**src/sv/smah_pkg.sv**
```systemverilog
`timescale 1ns / 1ps
package smah_pkg;

    localparam int HISTORY_DEPTH = 10;
    localparam int SAMPLE_W      = 24;
    localparam int OUT_W         = 25;
    localparam int WIN_W         = 4;
    localparam int ADDR_W        = (HISTORY_DEPTH > 1) ? $clog2(HISTORY_DEPTH) : 1;
    localparam int CNT_W         = $clog2(HISTORY_DEPTH + 1);
    localparam int MAG_W         = SAMPLE_W + $clog2(HISTORY_DEPTH);
    localparam int SUM_W         = MAG_W + 1;
    localparam int STEP_W        = $clog2(MAG_W + 1);
    localparam int IN_TDATA_W    = ((2 * SAMPLE_W + 7) / 8) * 8;
    localparam int OUT_TDATA_W   = ((2 * OUT_W + 7) / 8) * 8;

    typedef logic signed [SAMPLE_W-1:0] t_sample;
    typedef logic signed [OUT_W-1:0]    t_out;
    typedef logic signed [SUM_W-1:0]    t_sum;

    typedef struct packed {
        t_sample right;
        t_sample left;
    } t_pair;

    typedef struct packed {
        logic              rd_en;
        logic [ADDR_W-1:0] rd_addr;
        logic              wr_en;
        logic [ADDR_W-1:0] wr_addr;
        t_pair             wr_data;
    } t_mem_req;

    function automatic logic [CNT_W-1:0] clamp_window(input logic [WIN_W-1:0] w);
        logic [CNT_W-1:0] n;
        if (w == '0) begin
            n = CNT_W'(1);
        end else if (int'(w) > HISTORY_DEPTH) begin
            n = CNT_W'(HISTORY_DEPTH);
        end else begin
            n = CNT_W'(w);
        end
        return n;
    endfunction

endpackage

```
**src/sv/stereo_moving_average_highpass_unit.sv**
```systemverilog
`timescale 1ns / 1ps
// channel   direction  width  contents
// s_axis    in         48     tdata: left_sample[23:0], right_sample[47:24]
// m_axis    out        56     tdata: left_out[24:0], right_out[49:25], zero pad
// cfg       in         4      window_length
//
// A frame passes through these steps before the next frame is accepted: accept, then read,
// shift and sum the history through the memory port (skipped for a window of one), then
// store the new sample, run the 28-step serial divider and load the output register.
// Reset is synchronous, active low; history reads as zero until written.
// A finished result waits in the output register while the next frame is accepted;
// a frame completes only once that register is free.
module stereo_moving_average_highpass_unit (
    input  logic                                i_clk,
    input  logic                                i_rst_n,
    input  logic                                s_axis_tvalid,
    output logic                                s_axis_tready,
    input  logic [smah_pkg::IN_TDATA_W-1:0]     s_axis_tdata,  // left_sample, right_sample
    output logic                                m_axis_tvalid,
    input  logic                                m_axis_tready,
    output logic [smah_pkg::OUT_TDATA_W-1:0]    m_axis_tdata,  // left_out, right_out, pad
    input  logic                                i_cfg_valid,
    output logic                                o_cfg_ready,
    input  logic [smah_pkg::WIN_W-1:0]          i_cfg_data
);
    import smah_pkg::*;

    localparam logic [2:0] ST_IDLE  = 3'd0;
    localparam logic [2:0] ST_SHIFT = 3'd1;
    localparam logic [2:0] ST_LAST  = 3'd2;
    localparam logic [2:0] ST_DIV   = 3'd3;
    localparam logic [2:0] ST_FIN   = 3'd4;
    localparam int         PAD_W    = OUT_TDATA_W - 2 * OUT_W;

    logic [2:0]        r_state;
    logic [WIN_W-1:0]  r_cfg;
    logic [CNT_W-1:0]  r_n;
    logic [CNT_W-1:0]  r_idx;
    logic              r_pend;
    logic [ADDR_W-1:0] r_wr_addr;
    t_sample           r_l;
    t_sample           r_r;
    t_sum              r_sum_l;
    t_sum              r_sum_r;
    logic              r_out_valid;
    t_out              r_out_l;
    t_out              r_out_r;

    t_mem_req          mem_req;
    t_pair             rd_data;
    logic              rd_issue;
    logic [CNT_W-1:0]  idx_m1;
    logic [CNT_W-1:0]  n_m1;
    logic              div_start;
    t_out              mean_l;
    t_out              mean_r;
    logic              done_l;
    logic              done_r;
    t_sample           in_l;
    t_sample           in_r;

    assign in_l          = s_axis_tdata[SAMPLE_W-1:0];
    assign in_r          = s_axis_tdata[2*SAMPLE_W-1:SAMPLE_W];
    assign s_axis_tready = (r_state == ST_IDLE);
    assign o_cfg_ready   = 1'b1;
    assign m_axis_tvalid = r_out_valid;
    assign m_axis_tdata  = {{PAD_W{1'b0}}, r_out_r, r_out_l};
    assign div_start     = (r_state == ST_LAST);

    always_comb begin
        idx_m1   = r_idx - 1'b1;
        n_m1     = r_n - 1'b1;
        rd_issue = (r_state == ST_SHIFT) && (r_idx < r_n);
        mem_req  = '0;
        mem_req.rd_en   = rd_issue;
        mem_req.rd_addr = r_idx[ADDR_W-1:0];
        if (r_state == ST_SHIFT && r_pend) begin
            mem_req.wr_en   = 1'b1;
            mem_req.wr_addr = r_wr_addr;
            mem_req.wr_data = rd_data;
        end else if (r_state == ST_LAST) begin
            mem_req.wr_en   = 1'b1;
            mem_req.wr_addr = n_m1[ADDR_W-1:0];
            mem_req.wr_data = '{right: r_r, left: r_l};
        end
    end

    smah_hist_mem u_mem (
        .i_clk     (i_clk),
        .i_rst_n   (i_rst_n),
        .i_req     (mem_req),
        .o_rd_data (rd_data)
    );

    smah_div u_div_l (
        .i_clk      (i_clk),
        .i_rst_n    (i_rst_n),
        .i_start    (div_start),
        .i_dividend (r_sum_l),
        .i_divisor  (r_n),
        .o_mean     (mean_l),
        .o_done     (done_l)
    );

    smah_div u_div_r (
        .i_clk      (i_clk),
        .i_rst_n    (i_rst_n),
        .i_start    (div_start),
        .i_dividend (r_sum_r),
        .i_divisor  (r_n),
        .o_mean     (mean_r),
        .o_done     (done_r)
    );

    always_ff @(posedge i_clk) begin
        if (!i_rst_n) begin
            r_state     <= ST_IDLE;
            r_cfg       <= WIN_W'(1);
            r_pend      <= 1'b0;
            r_out_valid <= 1'b0;
        end else begin
            if (i_cfg_valid && o_cfg_ready) begin
                r_cfg <= i_cfg_data;
            end
            if (r_out_valid && m_axis_tready && r_state != ST_FIN) begin
                r_out_valid <= 1'b0;
            end
            unique case (r_state)
                ST_IDLE: begin
                    if (s_axis_tvalid) begin
                        r_l     <= in_l;
                        r_r     <= in_r;
                        r_sum_l <= SUM_W'(in_l);
                        r_sum_r <= SUM_W'(in_r);
                        r_n     <= clamp_window(r_cfg);
                        r_idx   <= CNT_W'(1);
                        r_pend  <= 1'b0;
                        r_state <= (clamp_window(r_cfg) == CNT_W'(1)) ? ST_LAST : ST_SHIFT;
                    end
                end
                ST_SHIFT: begin
                    r_pend <= rd_issue;
                    if (rd_issue) begin
                        r_idx     <= r_idx + 1'b1;
                        r_wr_addr <= idx_m1[ADDR_W-1:0];
                    end
                    if (r_pend) begin
                        r_sum_l <= r_sum_l + SUM_W'(rd_data.left);
                        r_sum_r <= r_sum_r + SUM_W'(rd_data.right);
                    end
                    if (!rd_issue && !r_pend) begin
                        r_state <= ST_LAST;
                    end
                end
                ST_LAST: begin
                    r_state <= ST_DIV;
                end
                ST_DIV: begin
                    if (done_l && done_r) begin
                        r_state <= ST_FIN;
                    end
                end
                ST_FIN: begin
                    if (!r_out_valid || m_axis_tready) begin
                        r_out_l     <= OUT_W'(r_l) - mean_l;
                        r_out_r     <= OUT_W'(r_r) - mean_r;
                        r_out_valid <= 1'b1;
                        r_state     <= ST_IDLE;
                    end
                end
                default: begin
                    r_state <= ST_IDLE;
                end
            endcase
        end
    end

`ifndef NO_ASSERTIONS
    a_idx_in_window: assert property (@(posedge i_clk) disable iff (!i_rst_n)
        (r_state == ST_SHIFT) |-> (r_idx <= r_n))
        else $error("read index past window");

    a_window_clamped: assert property (@(posedge i_clk) disable iff (!i_rst_n)
        (r_state != ST_IDLE) |-> (r_n != '0 && r_n <= CNT_W'(HISTORY_DEPTH)))
        else $error("window outside 1..depth");

    a_out_from_fin: assert property (@(posedge i_clk) disable iff (!i_rst_n)
        $rose(r_out_valid) |-> $past(r_state == ST_FIN))
        else $error("result raised outside final state");

    a_accept_starts: assert property (@(posedge i_clk) disable iff (!i_rst_n)
        (s_axis_tvalid && s_axis_tready) |=> (r_state == ST_SHIFT || r_state == ST_LAST))
        else $error("accepted frame did not start");
`endif

endmodule

```
**src/sv/smah_hist_mem.sv**
```systemverilog
`timescale 1ns / 1ps
module smah_hist_mem (
    input  logic              i_clk,
    input  logic              i_rst_n,
    input  smah_pkg::t_mem_req i_req,
    output smah_pkg::t_pair   o_rd_data
);
    import smah_pkg::*;

    t_pair r_mem [HISTORY_DEPTH];
    logic  r_valid [HISTORY_DEPTH];
    t_pair r_rd_data;
    logic  r_rd_vld;

    always_ff @(posedge i_clk) begin
        if (i_req.wr_en) begin
            r_mem[i_req.wr_addr] <= i_req.wr_data;
        end
        if (i_req.rd_en) begin
            r_rd_data <= r_mem[i_req.rd_addr];
        end
    end

    always_ff @(posedge i_clk) begin
        if (!i_rst_n) begin
            for (int i = 0; i < HISTORY_DEPTH; i++) begin
                r_valid[i] <= 1'b0;
            end
            r_rd_vld <= 1'b0;
        end else begin
            if (i_req.wr_en) begin
                r_valid[i_req.wr_addr] <= 1'b1;
            end
            if (i_req.rd_en) begin
                r_rd_vld <= r_valid[i_req.rd_addr];
            end
        end
    end

    assign o_rd_data = r_rd_vld ? r_rd_data : '0;

endmodule

```
**src/sv/smah_div.sv**
```systemverilog
`timescale 1ns / 1ps
module smah_div (
    input  logic                        i_clk,
    input  logic                        i_rst_n,
    input  logic                        i_start,
    input  smah_pkg::t_sum              i_dividend,
    input  logic [smah_pkg::CNT_W-1:0]  i_divisor,
    output smah_pkg::t_out              o_mean,
    output logic                        o_done
);
    import smah_pkg::*;

    logic              r_busy;
    logic              r_done;
    logic [STEP_W-1:0] r_cnt;
    logic [CNT_W-1:0]  r_rem;
    logic [CNT_W-1:0]  r_div;
    logic [MAG_W-1:0]  r_q;
    logic              r_neg;

    t_sum              abs_div;
    logic [CNT_W:0]    trial;
    logic              ge;
    logic [CNT_W:0]    diff;
    t_out              mag;

    always_comb begin
        abs_div = i_dividend[SUM_W-1] ? -i_dividend : i_dividend;
        trial   = {r_rem, r_q[MAG_W-1]};
        ge      = trial >= {1'b0, r_div};
        diff    = trial - {1'b0, r_div};
        mag     = {1'b0, r_q[OUT_W-2:0]};
    end

    always_ff @(posedge i_clk) begin
        if (i_start) begin
            r_q   <= abs_div[MAG_W-1:0];
            r_neg <= i_dividend[SUM_W-1];
            r_div <= i_divisor;
            r_rem <= '0;
        end else if (r_busy) begin
            r_q   <= {r_q[MAG_W-2:0], ge};
            r_rem <= ge ? diff[CNT_W-1:0] : trial[CNT_W-1:0];
        end
    end

    always_ff @(posedge i_clk) begin
        if (!i_rst_n) begin
            r_busy <= 1'b0;
            r_done <= 1'b0;
            r_cnt  <= '0;
        end else if (i_start) begin
            r_busy <= 1'b1;
            r_done <= 1'b0;
            r_cnt  <= STEP_W'(MAG_W - 1);
        end else if (r_busy) begin
            r_cnt <= r_cnt - 1'b1;
            if (r_cnt == '0) begin
                r_busy <= 1'b0;
                r_done <= 1'b1;
            end
        end
    end

    assign o_mean = r_neg ? -mag : mag;
    assign o_done = r_done;

endmodule
```
**config.mk**
```make
export PLATFORM = sky130hd
export DESIGN_NAME = stereo_moving_average_highpass_unit
export DESIGN_NICKNAME = d
export VERILOG_FILES = /design/src/sv/smah_pkg.sv /design/src/sv/stereo_moving_average_highpass_unit.sv /design/src/sv/smah_hist_mem.sv /design/src/sv/smah_div.sv
export SDC_FILE = /design/constraint.sdc
export NUM_CORES = 1
export LEC_CHECK = 0
export ABC_AREA = 1
export BUFFER_PORTS_ARGS = -buffer_cell sky130_fd_sc_hd__buf_4
export CORE_MARGIN = 4
export CORE_UTILIZATION = 57
export DETAILED_ROUTE_END_ITERATION = 6
export GPL_TIMING_DRIVEN = 0
export PLACE_DENSITY_LB_ADDON = 0.2
export SLEW_MARGIN = 20
export SYNTH_ARGS = -nofsm -noshare
export SYNTH_HDL_FRONTEND = slang
export SYNTH_SLANG_ARGS = --single-unit
```
**constraint.sdc**
```tcl
create_clock -name i_clk -period 7.07 [get_ports i_clk]
set_input_delay 1.0605 -clock i_clk [delete_from_list [all_inputs] [get_ports i_clk]]
set_output_delay 1.0605 -clock i_clk [all_outputs]
set_load 0.01 [all_outputs]
```
# Yosys cells after proc, flatten, opt, wreduce, memory -nomap -nowiden
# Memory sizes are Yosys's and may differ from the RTL's. A register that Yosys moved wholly into a read port is not among the register bits.
# Cells that the tools add are included.
[word_totals] reg_bits=261 ramBits=490 elab_cells=147 memories=2
[memory_table] name="u_mem.r_mem" words=10 width=48 read_ports=1 rd_clocked_by_memory_dff=1 write_ports=1 line="smah_hist_mem.sv:10" rtl="t_pair r_mem [HISTORY_DEPTH];"
[memory_table] name="u_mem.r_valid" words=10 width=1 read_ports=1 rd_clocked_by_memory_dff=1 write_ports=10 line="smah_hist_mem.sv:11" rtl="logic r_valid [HISTORY_DEPTH];"
[op_classes] add_sub_neg=15 magnitude_cmp=4 n_eq_ne=12 n_mux=56 bitwise_logic=1 reduce_logical=29
[op_table] op="28-bit 2-to-1 mux" n=6
[op_table] op="29-bit 2-to-1 mux" n=4
[op_table] op="29-bit case mux with 2 select lines" n=2
[op_table] op="53-bit 2-to-1 mux" n=2
[op_table] op="29-bit by 24-bit adder with 29-bit output" n=2
[op_table] op="28-bit negation" n=2
[op_table] op="25-bit 2-to-1 mux" n=2
[op_table] op="24-bit negation with 25-bit output" n=2
[op_table] op="24-bit by 25-bit subtractor with 25-bit output" n=2
[op_table] op="48-bit 2-to-1 mux" n=1
[op_table] op="4-bit 2-to-1 mux" n=10
[op_table] op="5-bit 2-to-1 mux" n=4
[op_table] op="1-bit 2-to-1 mux" n=17
[op_table] op="3-bit case mux with 5 select lines" n=1
[op_table] op="3-bit 2-to-1 mux" n=4
[op_table] op="4-bit AND reduction" n=3
[op_table] op="5-bit by 4-bit >= comparator with 1-bit output" n=2
[op_table] op="5-bit logical NOT" n=2
[op_table] op="2-bit inequality test (second input constant)" n=5
[op_table] op="5-bit by 1-bit subtractor with 5-bit output (second input constant)" n=2
[op_table] op="3-bit AND reduction" n=3
[op_table] op="4-bit case mux with 2 select lines" n=1
[op_table] op="4-bit by 1-bit subtractor with 4-bit output (second input constant)" n=2
[op_table] op="4-bit subtractor" n=2
[op_table] op="21 further kinds" n=34

# Logic depth before layout (Yosys ltp)
# Gate-level depths: netlist of run 1.
[logic_depth] word_depth=10 mapped_depth=21 ltp_nobuf=21

# Cells and area by module
# Synthesis of run 1 repeated with hierarchy kept, for this count alone.
[unflattened] hier_cells=4544 hier_area_um2=42289.3
[modules_own_cells] mod="smah_hist_mem" instances=1 cells_each=1605 area_each_um2=21257.9
[modules_own_cells] mod="stereo_moving_average_highpass_unit" instances=1 cells_each=1990 area_each_um2=14243.7
[modules_own_cells] mod="smah_div (u_div_r)" instances=1 cells_each=475 area_each_um2=3405.8
[modules_own_cells] mod="smah_div (u_div_l)" instances=1 cells_each=474 area_each_um2=3382.0

# Worst setup path before layout of run 1
# Ideal clock, no wire load.
[synth_timing] path_kind="input-to-reg" from="input i_rst_n" to="register r_out_l[0] (enable)" setup_time_ns=0.582 arrival_time_ns=6.204 slack_ns=0.284 path_stages=3 path_buffers=1 path_cell_list="clkbuf_1 -> inv_1 -> nor4_1"
[synth_between] elab_chain_cells=1
[synth_rtl] element="from (decl)" line="stereo_moving_average_highpass_unit.sv:15" rtl="input logic i_rst_n,"
[synth_rtl] element="3-bit AND reduction (no source line)"
[synth_rtl] element="to (signal assigned)" line="stereo_moving_average_highpass_unit.sv:165" rtl="r_out_l <= OUT_W'(r_l) - mean_l;"
[synth_rtl] element="to (decl)" line="stereo_moving_average_highpass_unit.sv:46" rtl="t_out r_out_l;"
# Every way passes these cells.
# A chain may end at the register's enable or synchronous reset.

# Worst setup path in the final report of run 1
[layout_timing] from="register u_div_r.r_q[2]" to="register r_out_r[22], data pin"
[layout_between] elab_chain_cells=3
[layout_rtl] element="from (decl)" line="smah_div.sv:18" rtl="logic [MAG_W-1:0] r_q;"
[layout_rtl] element="from (signal assigned)" line="smah_div.sv:37" rtl="r_q <= abs_div[MAG_W-1:0];"
[layout_rtl] element="from (signal assigned)" line="smah_div.sv:42" rtl="r_q <= {r_q[MAG_W-2:0], ge};"
[layout_rtl] element="24-bit negation with 25-bit output" line="smah_div.sv:65" rtl="assign o_mean = r_neg ? -mag : mag;"
[layout_rtl] element="25-bit 2-to-1 mux (*)" line="smah_div.sv:65"
[layout_rtl] element="24-bit by 25-bit subtractor with 25-bit output (*)" line="stereo_moving_average_highpass_unit.sv:166" rtl="r_out_r <= OUT_W'(r_r) - mean_r;"
[layout_rtl] element="to (signal assigned)" line="stereo_moving_average_highpass_unit.sv:166"
[layout_rtl] element="to (decl)" line="stereo_moving_average_highpass_unit.sv:47" rtl="t_out r_out_r;"
# Mark *: on every way between the ends. The rest lies on a longest branch, timed or not.

==> flow_metrics.tcl, run 1 <==
set metrics [dict create \
    cp_num_cells 12 \
    wirelength_mm 116.8 \
    reg2reg_depth 12 \
    gp_congestion 0.9608 \
    fmax_ghz 0.2564 \
    cp_common_cell "nand2_1" \
    dp_hpwl_mm 90.63 \
    htreeDepth 3 \
    synthCells 4421 \
    grt_pass1_vias 31071 \
    final_cell_mix "nand2_1 (1001), edfxtp_1 (765), nor2_1 (558)" \
    cp_max_fo 5 \
    root_buffer "clkbuf_16" \
    post-cts-setup-buffers 0 \
    rsz0062_at_grt "false" \
    path_buf_inv 1 \
    cts_tree "built" \
    cpMaxStageDelayCell "nor3_1" \
    dp_cells 5516 \
    fin_nets 4845 \
    ant_nets 0 \
    crit_arrival_ns 4.29 \
    cts_buffer_depth 3 \
    grt_max_degree 31 \
    core_sq_um 71490 \
    instances_no_fill 5677 \
    fp.dieW_microns 276.7 \
    first_iter_violations 3230 \
    portBuffers 107 \
    cp-end-kind "register" \
    p_leak_nw 18.79 \
    n_antenna_cell 0 \
    synth_warnings 0 \
    tightest_slew_ns 1.016 \
    wl_per_cell_microns 20.57 \
    setup_ws_ns 3.171 \
    final_util_pct 65.56 \
    power_density_nw_per_um2 403.6 \
    drtPass1Iterations 7 \
    run_status "completed" \
    ios 116 \
    ys_seq_area_share_pct 57.80 \
    vdd_drop_max_mv 0.2067 \
    grt_pass1_wl_mm 176.7 \
    dieHeight_microns 276.7 \
    clock_latency_ns 0.65 \
    start_util_pct 57.58 \
    syn_avg_cell_area_sq_um 9.311 \
    finalCriticalPeriod_ns 3.899 \
    required_ns 7.46 \
    drive_gt1_share_pct 7.002 \
    drcViolationCount 0 \
    synth_seq_cells 806 \
    hold_viol_final 0 \
    crit_path_max_incr_delay_ns 0.71 \
    finalCritPeriodShare_pct 55.16 \
    grtUsageTotal_pct 29.66 \
    vias 32116 \
    num_rows 98 \
    synth_area_sq_um 41160 \
    hold_depth 2 \
    cts_num_sinks 806 \
    hp-class "register to register" \
    gr-total-overflow 0 \
    path_delay_family "compound AO/OA/AOI/OAI gates" \
    fin_skew_ns 0.03233 \
    cp_cell_sequence "nor3_1, nor2_1, xor2_1, inv_1, ha_1, nand2_1, o21ai_0, a21oi_1, o21ai_0, nand2_1, nand3_1, nand2_1" \
    ys_types 40 \
    cts_buffers 85 \
    relSlewSlack_pct 32.24 \
    finalMaxSlewViolations 0 \
    place_ws_ns 3.163 \
    vias_per_cell 5.657 \
    clk_pin_slew_worst_paths_ns 0.06 \
    hold_buffers 0 \
    final_common_cell "nand2_1" \
    syn2layout_area_growth_pct 13.86 \
    holdWs_ns 0.4512 \
    worst-setup-path-type "register to register" \
    cp-start-kind "register" \
    setup_violations 0 \
    maxCapViolations 0 \
    post_cts_resized 0 \
    die-area_sq_um 76580 \
    antenna_found_initial 0 \
]
[kinds of logic after synthesis]
family	synth area share, %
compound gates	10.87
fa+ha+maj	4.122
xor+xnor	2.596
simple gates	18.66
flops	57.80
buf+inv	5.933
other cells	0.01824
[layer usage]
layer | share of wire (%) | global-route usage (%) | wire length (microns)
met5 | 0 | 0 | 0
met4 | 3.1 | 9.784 | 3590
met3 | 8.0 | 4.333 | 9378
met2 | 48 | 50.84 | 56380
met1 | 41 | 39.21 | 47400
[synth_stat cells (all sizes together)]
cell type | count | area share, %
conb | 2 | 0.018
nor2 | 570 | 5.2
a21oi | 126 | 1.5
nor4 | 8 | 0.12
edfxtp | 765 | 56
inv | 472 | 4.3
a221oi | 2 | 0.043
o31ai | 8 | 0.15
or2 | 11 | 0.17
clkbuf | 128 | 1.2
nor3 | 36 | 0.49
nand4 | 32 | 0.49
o22ai | 154 | 2.4
o21bai | 6 | 0.11
fa | 6 | 0.29
buf | 37 | 0.45
nand3b | 30 | 0.55
xnor2 | 51 | 1.1
and2 | 3 | 0.046
a211oi | 5 | 0.091
dfxtp | 41 | 2.0
a31oi | 5 | 0.076
o21ai | 500 | 6.1
nand2 | 1006 | 9.2
xor2 | 71 | 1.5
a41oi | 2 | 0.043
ha | 126 | 3.8
a21o | 4 | 0.073
clkinv | 1 | 0.0091
o211ai | 16 | 0.29
nand3 | 196 | 2.4
o21a | 1 | 0.018
[registers in the layout (all words and copies together) (netlist names), 4 cells and up]
name,flops
r_cfg,4
r_idx,4
r_l,24
r_n,4
r_out_l,25
r_out_r,25
r_r,24
r_sum_l,29
r_sum_r,29
r_wr_addr,4
u_div_l.r_cnt,5
u_div_l.r_q,28
u_div_l.r_rem,4
u_div_r.r_cnt,5
u_div_r.r_div,4
u_div_r.r_q,28
u_div_r.r_rem,4
u_mem.r_mem,480
u_mem.r_rd_data,48
u_mem.r_valid,16
[cell type report]
type	count	area [sq um]
multi-input combinational	2982	15040
clock inverter	48	624.3
inverter	473	1775
tap	950	1189
clock buffer	110	2273
sequential	806	23790
buffer	165	666.9
timing repair buffer	143	1509
fill	5852	24620
[per-stage QoR]
step                      setup TNS (ns)  cell area, sq um  power, W
after floorplan                        0             41180   0.01196
after global placement           -117.36             43170   0.01401
after detailed placement               0             43950   0.01428
after CTS                              0             46850   0.01887
after global routing                   0             46870   0.02010
final                                  0             46870   0.01892
[tightest hold or removal path: stages (launching register included)]
cell,delay (ns)
dfxtp_1,0.32
nand2_1,0.05
o21ai_0,0.05
[power breakdown]
part	total, W	switching, W	internal [W]
Clock	0.00460	0.00190	0.00270
Combinational	0.00716	0.00490	0.00226
Sequential	0.00715	0.000542	0.00661
Total	0.0189	0.00735	0.0116
[final timing paths]
path,start,endpoint,slack [ns]
worst max-delay path,u_div_r.r_q[2],r_out_r[22],3.17
worst min-delay path,u_div_r.r_rem[3],u_div_r.r_rem[3],0.45
worst max register to register,u_div_r.r_q[2],r_out_r[22],3.17
worst min register to register,u_div_r.r_rem[3],u_div_r.r_rem[3],0.45
No activity file was read; power rests on OpenSTA's default activity.
==> run 2, diff against run 1 <==
==> constraint.sdc (replaced) <==
create_clock -name i_clk -period 3.3 [get_ports i_clk]
set_input_delay 0.495 -clock i_clk [delete_from_list [all_inputs] [get_ports i_clk]]
set_output_delay 0.495 -clock i_clk [all_outputs]
set_load 0.01 [all_outputs]
==> run 2 against run 1 <==
  * Worst hold slack worse by 0.42 ns
  * Wire length is 1.5% higher
  * Final cell count is 0.35% higher
  * Critical path type unchanged
  * Design area is 0.99% higher
  * Critical endpoint is now r_out_r[18]
  * First-iteration DRC count is 5.2% lower
  * Core utilization is 0.65 points higher
  * Combinational power is 120% higher
  * Setup slack worse by 3.0 ns
  * Clock power is 110% higher
  * Total power is 120% higher
  * Maximum frequency is 23% higher
==> flow_metrics.tcl, run 2 (synthesis gave the netlist of run 1 again) <==
set metrics [dict create \
    power.share.clock_pct 23.9 \
    finalCriticalPeriod_ns 3.158 \
    internal_power_w 0.02497 \
    cts_num_sinks 806 \
    hp-class "input pin to register" \
    cp_max_fo 5 \
    hp-start "s_axis_tdata[5]" \
    drtPass1Iterations 6 \
    holdPathEnd "r_l[5]" \
    sw_frac_of_total_pct 39.17 \
    final_common_cell "nand2_1" \
    hold_viol_final 0 \
    grt_pass1_wl_mm 177.8 \
    antenna_found_initial 1 \
    fp.dieW_microns 276.7 \
    clock_latency_ns 0.66 \
    core_sq_um 71490 \
    dpl_cell_area_sq_um 44020 \
    gp_congestion 0.9455 \
    gr-total-overflow 0 \
    finalCritPeriodShare_pct 95.70 \
    drive_gt1_share_pct 8.470 \
    cts_buffers 84 \
    start_util_pct 57.58 \
    regMostFlops "u_mem.r_mem" \
    p_leak_nw 18.94 \
    sequentialPowerShare_pct 37.4 \
    hold_depth 1 \
    reg.largest.list "u_mem.r_mem x480, u_mem.r_rd_data x48" \
    grt_max_degree 51 \
    clk_pin_slew_worst_paths_ns 0.06 \
    ios 116 \
    fin_skew_ns 0.02373 \
    p_switching_w 0.01608 \
    final_cell_mix "nand2_1 (995), edfxtp_1 (765), nor2_1 (546)" \
    cts_buffer_depth 3 \
    portBuffers 107 \
    required_ns 3.71 \
    first_iter_violations 3062 \
    htreeDepth 3 \
    run_status "completed" \
    fin_nets 4864 \
    crit_arrival_ns 3.57 \
    dieHeight_microns 276.7 \
    nFillCells 5739 \
    wirelength_mm 118.5 \
    num_rows 98 \
    grt_pass1_vias 31021 \
    die-area_sq_um 76580 \
    rsz0062_at_grt "true" \
    drcViolationCount 0 \
    syn2layout_area_growth_pct 14.99 \
    power.total_w 0.04104 \
    dp_hpwl_mm 90.62 \
    power_density_nw_per_um2 867.1 \
    fmax_ghz 0.3166 \
    r2r_start "u_div_r.r_q[0]" \
    power_frac_comb_pct 38.7 \
    tightest_slew_ns 1.111 \
    design_area_sq_um 47330 \
    r2r-end "r_out_r[18]" \
    largest_reg_flops 480 \
    relSlewSlack_pct 25.18 \
    finalMaxSlewViolations 0 \
    ant_nets 0 \
    vias 32427 \
    worst-setup-path-type "register to register" \
    wl_per_cell_microns 20.80 \
    grtUsageTotal_pct 29.94 \
    setup_violations 0 \
    cp-end-kind "register" \
    cts_tree "built" \
    cp-start-kind "register" \
    vdd_drop_max_mv 0.5528 \
    vias_per_cell 5.692 \
    r2r_slack_ns 0.14 \
    maxCapViolations 0 \
    reg2reg_depth 12 \
    root_buffer "clkbuf_16" \
]
run 2: cell types whose count changed in the layout (fill, tap and decap cells not counted), moves of 8 or more:
cell,previous run,this run
buf_4,117,137
o21ai_0,456,443
nor2_1,558,546
nor2_2,0,11
clkbuf_1,150,141
nor3_1,34,26
run 2: metal layers:
metal,global-route usage (%),share of wire (%),vias to the layer above
met5,0,0.0076,-
met4,11.55,3.9,2
met3,4.493,8.3,258
met2,50.72,48,1345
met1,39.29,40,15231
li1,-,-,15591
run 2: final cells by class:
cell class | count | area, sq um | share of cell area [%]
Sequential cell | 806 | 23790 | 50.27
Multi-Input combinational cell | 2983 | 15290 | 32.31
Clock buffer | 107 | 2208 | 4.666
Inverter | 473 | 1778 | 3.756
Timing Repair Buffer | 164 | 1743 | 3.682
Tap cell | 950 | 1189 | 2.511
Buffer | 163 | 666.9 | 1.409
Clock inverter | 50 | 660.6 | 1.396
Antenna cell | 1 | 2.502 | 0.005287
run 2: repair_timing:
action,in CTS,in global routing
hold buffers,5,0
pin swaps,4,15
setup endpoints to repair,198,57
cloned,1,0
hold endpoints to repair,5,0
buffers inserted,5,12
resized for setup,28,52
run 2: power groups by stage:
stage          Sequential (W)  Combinational (W)  Clock (W)
2_1_floorplan          0.0150             0.0106          0
3_3_place_gp           0.0155             0.0145          0
3_5_place_dp           0.0155             0.0151          0
4_1_cts                0.0153             0.0154    0.00990
5_1_grt                0.0155             0.0177     0.0103
6_report               0.0153             0.0159    0.00982
run 2: how the worst max path moves through the flow:
stage	startpoint	end	slack, ns
after floorplan	r_state[2]	u_mem.r_mem[7][0]	0.30
after global placement	r_state[2]	u_mem.r_mem[2][32]	-1.45
after detailed placement	u_div_r.r_q[2]	r_out_r[22]	-0.53
after CTS	u_mem.r_rd_vld	r_sum_r[20]	0.0006
after global routing	u_div_l.r_q[4]	r_out_l[24]	-0.06
final	u_div_r.r_q[0]	r_out_r[18]	0.14
run 2: stage by stage:
step | util (%) | instances | setup TNS [ns] | setup slack [ns] | hold slack, ns
2_1_floorplan | - | 4426 | 0 | 0.2972 | 0.4209
3_3_place_gp | 60.44 | 5483 | -816.37 | -1.448 | 0.4379
3_5_place_dp | 61.57 | 5515 | -19.50 | -0.5348 | 0.4481
4_1_cts | 65.84 | 5683 | 0 | 0.0005764 | 0.001776
5_1_grt | 66.21 | 5696 | -0.3345 | -0.06354 | 0.01860
6_report | 66.21 | 5697 | 0 | 0.1418 | 0.02960
run 2: critical path: stages, from the launching register on:
cell,delay (ns)
edfxtp_1,0.46
inv_1,0.14
ha_2,0.27
or2_2,0.29
o21ai_0,0.13
inv_1,0.10
fa_1,0.45
o21ai_2,0.34
a21oi_1,0.16
o21ai_1,0.32
nand2_1,0.11
nand3_1,0.10
nand2_1,0.05
